===== config.mk =====
export PLATFORM = sky130hd
export DESIGN_NAME = bcd_datetime_to_epoch_seconds
export DESIGN_NICKNAME = d
export VERILOG_FILES = /design/src/hdl/bdte_pkg.sv /design/src/hdl/bcd_datetime_to_epoch_seconds.sv /design/src/hdl/bdte_split.sv
export SDC_FILE = /design/constraint.sdc
export NUM_CORES = 1
export LEC_CHECK = 0
export ABC_AREA = 0
export BUFFER_PORTS_ARGS = -buffer_cell sky130_fd_sc_hd__clkbuf_2
export CAP_MARGIN = 20
export CORE_MARGIN = 5
export CORE_UTILIZATION = 25
export CTS_CLUSTER_SIZE = 20
export DETAILED_ROUTE_END_ITERATION = 16
export GPL_TIMING_DRIVEN = 0
export SYNTH_ARGS = -nofsm -noshare
export SYNTH_HDL_FRONTEND = slang
export SYNTH_SLANG_ARGS = --single-unit

===== constraint.sdc =====
create_clock -name clk -period 22.3 [get_ports clk]
set_input_delay 2.23 -clock clk [delete_from_list [all_inputs] [get_ports clk]]
set_output_delay 2.23 -clock clk [all_outputs]
set_load 0.05 [all_outputs]

===== src/hdl/bdte_pkg.sv =====
// shared types, constants and helpers for the bcd date/time to epoch converter
// no dependencies
package bdte_pkg;

  localparam int DayW = 17;   // day count since 1970 for years up to 2165
  localparam int TodW = 21;   // signed seconds within a day, hour may be shifted
  localparam int TzW  = 5;

  localparam logic [33:0] SecsDay  = 34'd86400;
  localparam logic [TodW-1:0] SecsHour = TodW'(3600);
  localparam logic [TodW-1:0] SecsMin  = TodW'(60);
  localparam logic [8:0] DaysYear = 9'd365;
  localparam logic [8:0] EpochYearOfs = 9'd30;   // 2000 - 1970

  localparam logic [7:0] MonthFirst = 8'd1;
  localparam logic [7:0] MonthLast  = 8'd12;
  localparam logic [3:0] MonthFeb   = 4'd1;

  typedef struct packed {
    logic [DayW-1:0] days;
    logic [TodW-1:0] tod;   // two's complement
    logic            bad;
  } bdte_split_t;

  // v - (v >> 4) * 6, kept to 8 bits
  function automatic logic [7:0] bcd_decode(input logic [7:0] v);
    logic [7:0] hi;
    hi = {4'd0, v[7:4]};
    return v - ((hi << 2) + (hi << 1));
  endfunction

  // day offset of each month start, february counted as 29 days
  function automatic logic [8:0] month_start(input logic [3:0] m);
    case (m)
      4'd0:    return 9'd0;
      4'd1:    return 9'd31;
      4'd2:    return 9'd60;
      4'd3:    return 9'd91;
      4'd4:    return 9'd121;
      4'd5:    return 9'd152;
      4'd6:    return 9'd182;
      4'd7:    return 9'd213;
      4'd8:    return 9'd244;
      4'd9:    return 9'd274;
      4'd10:   return 9'd305;
      4'd11:   return 9'd335;
      default: return 9'd0;
    endcase
  endfunction

endpackage


===== src/hdl/bcd_datetime_to_epoch_seconds.sv =====
// bcd rtc date/time to seconds since 1970, two register stages
// a request goes through stage one, then the output stage; throughput: one request per cycle unless the output stalls
// stage one holds the day count and time of day, stage two the day multiply and final sum
// rst (synchronous) empties both stages and sets the timezone offset to zero
// depends on bdte_pkg and bdte_split
module bcd_datetime_to_epoch_seconds (
  input  logic        clk,
  input  logic        rst,
  input  logic        cfg_we,
  input  logic [4:0]  cfg_wdata,      // tz_offset_hours, signed
  input  logic        s_axis_tvalid,
  output logic        s_axis_tready,
  // year_bcd, month_bcd, day_bcd, hour_bcd, minute_bcd, second_bcd
  input  logic [47:0] s_axis_tdata,
  output logic        m_axis_tvalid,
  input  logic        m_axis_tready,
  output logic [31:0] m_axis_tdata,   // epoch_seconds
  output logic        m_axis_tuser    // bad_month
);
  import bdte_pkg::*;

  logic [TzW-1:0] tz_offset_hours;
  bdte_split_t split;
  bdte_split_t p1;
  logic p1_valid;
  logic advance;
  logic [33:0] day_secs;
  logic [31:0] epoch_next;

  bdte_split u_split (
    .year_bcd        (s_axis_tdata[7:0]),
    .month_bcd       (s_axis_tdata[15:8]),
    .day_bcd         (s_axis_tdata[23:16]),
    .hour_bcd        (s_axis_tdata[31:24]),
    .minute_bcd      (s_axis_tdata[39:32]),
    .second_bcd      (s_axis_tdata[47:40]),
    .tz_offset_hours (tz_offset_hours),
    .split           (split)
  );

  assign advance       = !m_axis_tvalid || m_axis_tready;
  assign s_axis_tready = !p1_valid || advance;

  always_comb begin
    day_secs   = {{(34-DayW){1'b0}}, p1.days} * SecsDay;
    epoch_next = day_secs[31:0] + {{(32-TodW){p1.tod[TodW-1]}}, p1.tod};
    if (p1.bad) begin
      epoch_next = 32'd0;
    end
  end

  always_ff @(posedge clk) begin
    if (rst) begin
      tz_offset_hours <= '0;
    end else if (cfg_we) begin
      tz_offset_hours <= cfg_wdata;
    end
  end

  always_ff @(posedge clk) begin
    if (rst) begin
      p1_valid      <= 1'b0;
      m_axis_tvalid <= 1'b0;
    end else begin
      if (s_axis_tready) begin
        p1_valid <= s_axis_tvalid;
      end
      if (advance) begin
        m_axis_tvalid <= p1_valid;
      end
    end
  end

  always_ff @(posedge clk) begin
    if (s_axis_tready && s_axis_tvalid) begin
      p1 <= split;
    end
    if (advance && p1_valid) begin
      m_axis_tdata <= epoch_next;
      m_axis_tuser <= p1.bad;
    end
  end

  a_reset_empty: assert property (@(posedge clk) rst |=> !p1_valid && !m_axis_tvalid)
    else $error("pipeline not empty after reset");

  a_bad_zero: assert property (@(posedge clk) disable iff (rst)
    m_axis_tvalid && m_axis_tuser |-> m_axis_tdata == 32'd0)
    else $error("bad month result carries nonzero seconds");

  a_stage_hold: assert property (@(posedge clk) disable iff (rst)
    p1_valid && !advance |=> p1_valid && $stable(p1))
    else $error("stage one request lost while output stalled");

  a_bad_flows: assert property (@(posedge clk) disable iff (rst)
    p1_valid && advance && p1.bad |=> m_axis_tvalid && m_axis_tuser)
    else $error("bad month flag not carried to output");

endmodule


===== src/hdl/bdte_split.sv =====
// decodes the bcd fields and splits the date into a day count and a time of day
// depends on bdte_pkg
module bdte_split (
  input  logic [7:0]                 year_bcd,
  input  logic [7:0]                 month_bcd,
  input  logic [7:0]                 day_bcd,
  input  logic [7:0]                 hour_bcd,
  input  logic [7:0]                 minute_bcd,
  input  logic [7:0]                 second_bcd,
  input  logic [bdte_pkg::TzW-1:0]   tz_offset_hours,
  output bdte_pkg::bdte_split_t      split
);
  import bdte_pkg::*;

  logic [7:0] yy, mo, dd, hr, mi, ss;
  logic [8:0] years;
  logic [3:0] m;
  logic [DayW-1:0] days;
  logic signed [9:0] hh;
  logic signed [TodW-1:0] hh_w, mi_w, ss_w, tod;
  logic leap_adj;
  logic bad;

  always_comb begin
    yy = bcd_decode(year_bcd);
    mo = bcd_decode(month_bcd);
    dd = bcd_decode(day_bcd);
    hr = bcd_decode(hour_bcd);
    mi = bcd_decode(minute_bcd);
    ss = bcd_decode(second_bcd);

    bad   = (mo < MonthFirst) || (mo > MonthLast);
    m     = 4'(mo - MonthFirst);
    years = {1'b0, yy} + EpochYearOfs;
    // years + 2 is a multiple of four exactly when yy is
    leap_adj = (m > MonthFeb) && (yy[1:0] != 2'd0);

    days = DayW'(years) * DayW'(DaysYear)
         + DayW'((years + 9'd1) >> 2)
         + DayW'(month_start(m))
         + DayW'(dd)
         - DayW'(1)
         - DayW'(leap_adj);

    hh   = $signed({2'b00, hr}) - $signed({{5{tz_offset_hours[TzW-1]}}, tz_offset_hours});
    hh_w = TodW'(hh);
    mi_w = $signed({13'd0, mi});
    ss_w = $signed({13'd0, ss});
    tod  = hh_w * $signed(SecsHour) + mi_w * $signed(SecsMin) + ss_w;

    split.days = days;
    split.tod  = tod;
    split.bad  = bad;
  end

endmodule


**Word level (Yosys, flattened, before mapping)**

Memory sizes are Yosys's and may differ from the RTL's.
Cells that the tools add are included.

- Logic and storage cells: 49
- Memories kept: 1
- Flip-flop bits (word level): 79
- Output and inout port bits: 35
- ROM bits: 144
- Latch bits: 0
- Bits in writable memories: 0

- Order comparisons: 3
- Shift operators: 0
- Div/mod/pow operators: 0
- Bitwise gates (word level): 0
- Reductions and logical operators: 9
- Add/sub/neg operators: 24
- Muxes and demuxes: 0
- Multiply operators: 4
- Equal/unequal tests: 0

Memory list:

| name | words | bits a word | read ports | clocked after memory_dff | wr ports | line | RTL |
|---|---|---|---|---|---|---|---|
| (no name shown) | 16 | 9 | 1 | 0 | 0 | bdte_pkg.sv:34 | `case (m)` |

Operators by type and width:

| operator | count |
|---|---|
| 6-bit by 5-bit adder with 7-bit output | 6 |
| 8-bit subtractor | 5 |
| 17-bit by 8-bit adder with 17-bit output | 2 |
| 32-bit adder | 1 |
| 17-bit by 10-bit multiplier with 25-bit output, second input constant | 1 |
| 21-bit by 15-bit adder with 21-bit output | 1 |
| 21-bit by 9-bit adder with 21-bit output | 1 |
| 17-bit by 9-bit adder with 17-bit output | 1 |
| 10-bit by 9-bit multiplier with 17-bit output, second input constant | 1 |
| 9-bit by 9-bit multiplier with 17-bit output, second input constant | 1 |
| 17-bit by 1-bit subtractor with 17-bit output | 1 |
| 17-bit by 1-bit subtractor with 17-bit output, second input constant | 1 |
| 8-bit by 4-bit multiplier with 12-bit output, second input constant | 1 |
| 9-bit by 1-bit adder with 10-bit output, second input constant | 1 |
| 9-bit by 5-bit subtractor with 10-bit output | 1 |
| 8-bit by 5-bit adder with 9-bit output, second input constant | 1 |
| 8-bit by 4-bit > comparator with 1-bit output, second input constant | 1 |
| 8-bit by 1-bit < comparator with 1-bit output, second input constant | 1 |
| 8-bit by 7-bit subtractor with 8-bit output | 1 |
| 4-bit by 1-bit > comparator with 1-bit output, second input constant | 1 |
| 4-bit by 1-bit subtractor with 4-bit output, second input constant | 1 |
| 1-bit logical AND | 3 |
| 1-bit logical OR | 3 |
| 1-bit zero test | 2 |
| 2-bit nonzero test | 1 |

**Depth between registers and ports, before layout**

- Depth in word-level cells: 9
- Gate-level depth with buffers: 33

**By module**

From an unflattened synthesis, not the netlist that was laid out.

- Cell total of the unflattened synthesis: 1582
- Area total of the unflattened synthesis: 14835.5 um2

By module, submodules not included:

| module | seq. area each (um2) | times used | area each (um2) | cells an instance |
|---|---|---|---|---|
| bdte_split | 0.0 | 1 | 8282.9 | 964 |
| bcd_datetime_to_epoch_seconds | 2302.2 | 1 | 6552.5 | 618 |

**Least setup slack after synthesis**

Ideal clock, no wire load.

- Path kind: in2reg
- Start point: input port s_axis_tdata[4]
- End point: register p1[38] (netlist name) (data pin)
- Path buffers: 0
- Setup time: 0.260 ns
- Data arrival time: 9.304 ns
- Slack: 12.736 ns
- Cell stages on the path: 30
- Cells stage by stage: ha_1 inv_1 fa_1 ha_1 xor2_1 nor3_1 xor2_1 ha_1 inv_1 nor3_1 nand2_1 xnor2_1 fa_1 inv_1 fa_1 inv_1 fa_1 inv_1 fa_1 fa_1 inv_1 ha_1 o21ai_0 a21boi_0 o21ai_0 a211oi_1 nor3_1 o41ai_1 a21oi_1 xnor2_1

RTL lines:

| item | line | RTL |
|---|---|---|
| from (decl) | bcd_datetime_to_epoch_seconds.sv:14 | `input logic [47:0] s_axis_tdata,` |
| to (signal assigned) | bcd_datetime_to_epoch_seconds.sv:76 | `p1 <= split;` |
| to (decl) | bcd_datetime_to_epoch_seconds.sv:24 | `bdte_split_t p1;` |

==> metrics.yaml <==
skew_ps: 10.2
place_area_sq_mm: 0.0162
final_area_sq_mm: 0.0164
layout_common_cells: "351 x inv_1, 295 x ha_1, 138 x fa_1"
grt_max_degree: 40
cts_tree: "yes"
cts_post_setup_buffers_inserted: 0
hold_depth: 2
slew_headroom_pct: 39.3
fin_nets: 2183
netlist_area_sq_mm: 0.0147
routabilityCongestion: 0.852
seq_area_frac_synth_pct: 15.7
slowest_delay_ps: 660
fin_crit_sh_pct: 46.0
die_h_um: 252
post-route-util_pct: 28.4
clock_sinks: 79
vias: 10391
grt_pass1_wl_um: 51600
outcome: "complete, no violations"
hold_viol_final: 0
grt_pass1_vias: 10723
synth_ff_type: "edfxtp_1"
fmax_mhz: 97.4
hp-start: "tz_offset_hours[2]$_SDFFE_PP0P_"
grt_util_all_layers_pct: 9.71
cp-end-kind: "flop"
grt_setup_unrepaired: "false"
dr.pass1.iters: 7
avgSynthCellArea_sq_um: 9.25
cts_buffers: 9
syn_nets: 2079
syn_inst: 1588
clkLatencyLatePin_ps: 370
routedWlPerCell_um: 12.3
grt-ovfl-total: 0
final_max_slew_viol_count: 0
drive_above_1_share_pct: 7.54
ys_warn_count: 0
cts.repair.resized: 0
async_flop_share_pct: 0
layout_commonest_cell: "inv_1"
crit_required_ps: 22400
clk_pin_slew_ps: 70
row_count: 88
crit_slowest_cell: "xor2_1"
routed_wl_um: 30300
pin_count: 93
cts_buffer_depth: 2
fin_crit_ps: 10270
area_delta_synth_final_pct: 12.0
antenna_cells: 0
ant_nets: 0
synth_edf_count: 72
port_buffers: 91
htree_levels: 3
dp_hpwl_um: 26900
tightestPinTransition_ps: 904
drt-initial-drc-count: 396
min_path_type: "flop to flop"
synth-seq-cells: 79
dieArea_sq_mm: 0.0637
hold_buffers: 0
cts_root_buf: "clkbuf_16"
die-width_um: 252
via_per_inst: 4.22
rrSetupSlack_ps: 15770
worstSetupPathType: "input pin to flop"
antenna_found_initial: 2
tns_ps: 0
initial_core_util_pct: 25.4
setup_viol: 0
coreArea_sq_mm: 0.0579
synth_cell_types: 66
drcViolationCount: 0
startpoint_type: "input pin"
reg2reg_from: "p1[27]$_DFFE_PP_"
crit_arrival_ps: 10370
min_to: "tz_offset_hours[2]$_SDFFE_PP0P_"
ff2ff_path_depth: 25
reg2reg_to: "m_axis_tdata[31]$_SDFFCE_PP0P_"
cp_max_fo: 6
maxCapViolCount: 0
n_fill_cell: 6130
worst max-delay path, delay by kind of cell:
kind | cells | cell delay (ps)
buffers and inverters | 7 | 470
AND/OR/NAND/NOR | 4 | 710
AO/OA/AOI/OAI | 6 | 1410
XOR/XNOR | 4 | 1400
adder cells (fa/ha/maj) | 10 | 4180
logic make-up (layout without fill, tap and decap cells):
logic type               Yosys count  count (layout)  synth area share (%)
adder cells (fa/ha/maj)          433             433                  43.9
buffers and inverters            360             469                  9.20
AND/OR/NAND/NOR                  283             283                  9.18
AO/OA/AOI/OAI                    262             262                  11.7
XOR/XNOR                         162             162                  9.71
flip-flops                        79              79                  15.7
multiplexers                       9               9                 0.630
registers in the layout, indices dropped and copies added, names as in the netlist:
name / cells
m_axis_tuser: 1
m_axis_tvalid: 1
p1_valid: 1
tz_offset_hours: 5
m_axis_tdata: 32
p1: 39
how the worst max path moves through the flow:
stage	startpoint	to	slack [ps]
5_1_grt	s_axis_tdata[5]	p1[38]$_DFFE_PP_	11410
2_1_floorplan	s_axis_tdata[4]	p1[38]$_DFFE_PP_	12740
6_report	s_axis_tdata[4]	p1[38]$_DFFE_PP_	12030
3_5_place_dp	s_axis_tdata[4]	p1[38]$_DFFE_PP_	11560
4_1_cts	s_axis_tdata[4]	p1[38]$_DFFE_PP_	11960
3_3_place_gp	s_axis_tdata[4]	p1[38]$_DFFE_PP_	11600
per-stage QoR:
stage          hold slack, ps  setup slack [ps]  cells
6_report                  500             12030   2462
5_1_grt                   546             11410   2462
4_1_cts                   511             11960   2462
3_5_place_dp              490             11560   2446
3_3_place_gp              486             11600   2444
2_1_floorplan             460             12740   1588
area by class of cell:
type / count / area, sq um / share of cell area (%)
multi-input cells: 1149 / 11000 / 67.1
flip-flops and latches: 79 / 2300 / 14.0
inverters: 352 / 1320 / 8.03
well taps: 765 / 957 / 5.82
repair buffers: 93 / 495 / 3.01
clock buffers: 9 / 225 / 1.37
clock inverters: 7 / 72.6 / 0.441
plain buffers: 8 / 30.0 / 0.183
routing by layer:
layer  vias up  global-route usage (%)  part of all wire [%]
li1       5427                       -                     -
met4         2                    1.75                  0.86
met5         -                       0                 0.066
met3        16                    2.10                   4.2
met1      4815                    14.0                    52
met2       131                    15.1                    43
Yosys cell counts (all sizes together), types with 3 or more instances:
library cell / instances / area (sq um)
nand3: 17 / 85.1
mux2i: 7 / 70.1
a21boi: 3 / 22.5
inv: 352 / 1320
o21bai: 14 / 105
xnor2: 115 / 1010
or3: 11 / 68.8
o21a: 16 / 120
ha: 295 / 3690
a21o: 28 / 210
clkbuf: 8 / 30.0
fa: 138 / 2760
nor3: 24 / 120
o31ai: 9 / 72.6
o41ai: 4 / 53.8
nand2: 40 / 150
o2111ai: 3 / 26.3
nand2b: 18 / 113
o311ai: 4 / 42.6
o211ai: 6 / 50.1
dfxtp: 7 / 140
edfxtp: 72 / 2160
a211oi: 10 / 92.6
a21oi: 95 / 483
a2111oi: 3 / 26.3
nor4: 3 / 25.0
nor2b: 31 / 194
xor2: 47 / 412
nor2: 116 / 435
and3: 4 / 25.0
o21ai: 48 / 240
nand4: 4 / 25.0
and2: 4 / 25.0
or2: 3 / 18.8
o31a: 4 / 35.0
Power is left out: the tool's default activity adds up to more than one toggle a clock period on the data nets, which glitch-free logic cannot reach.
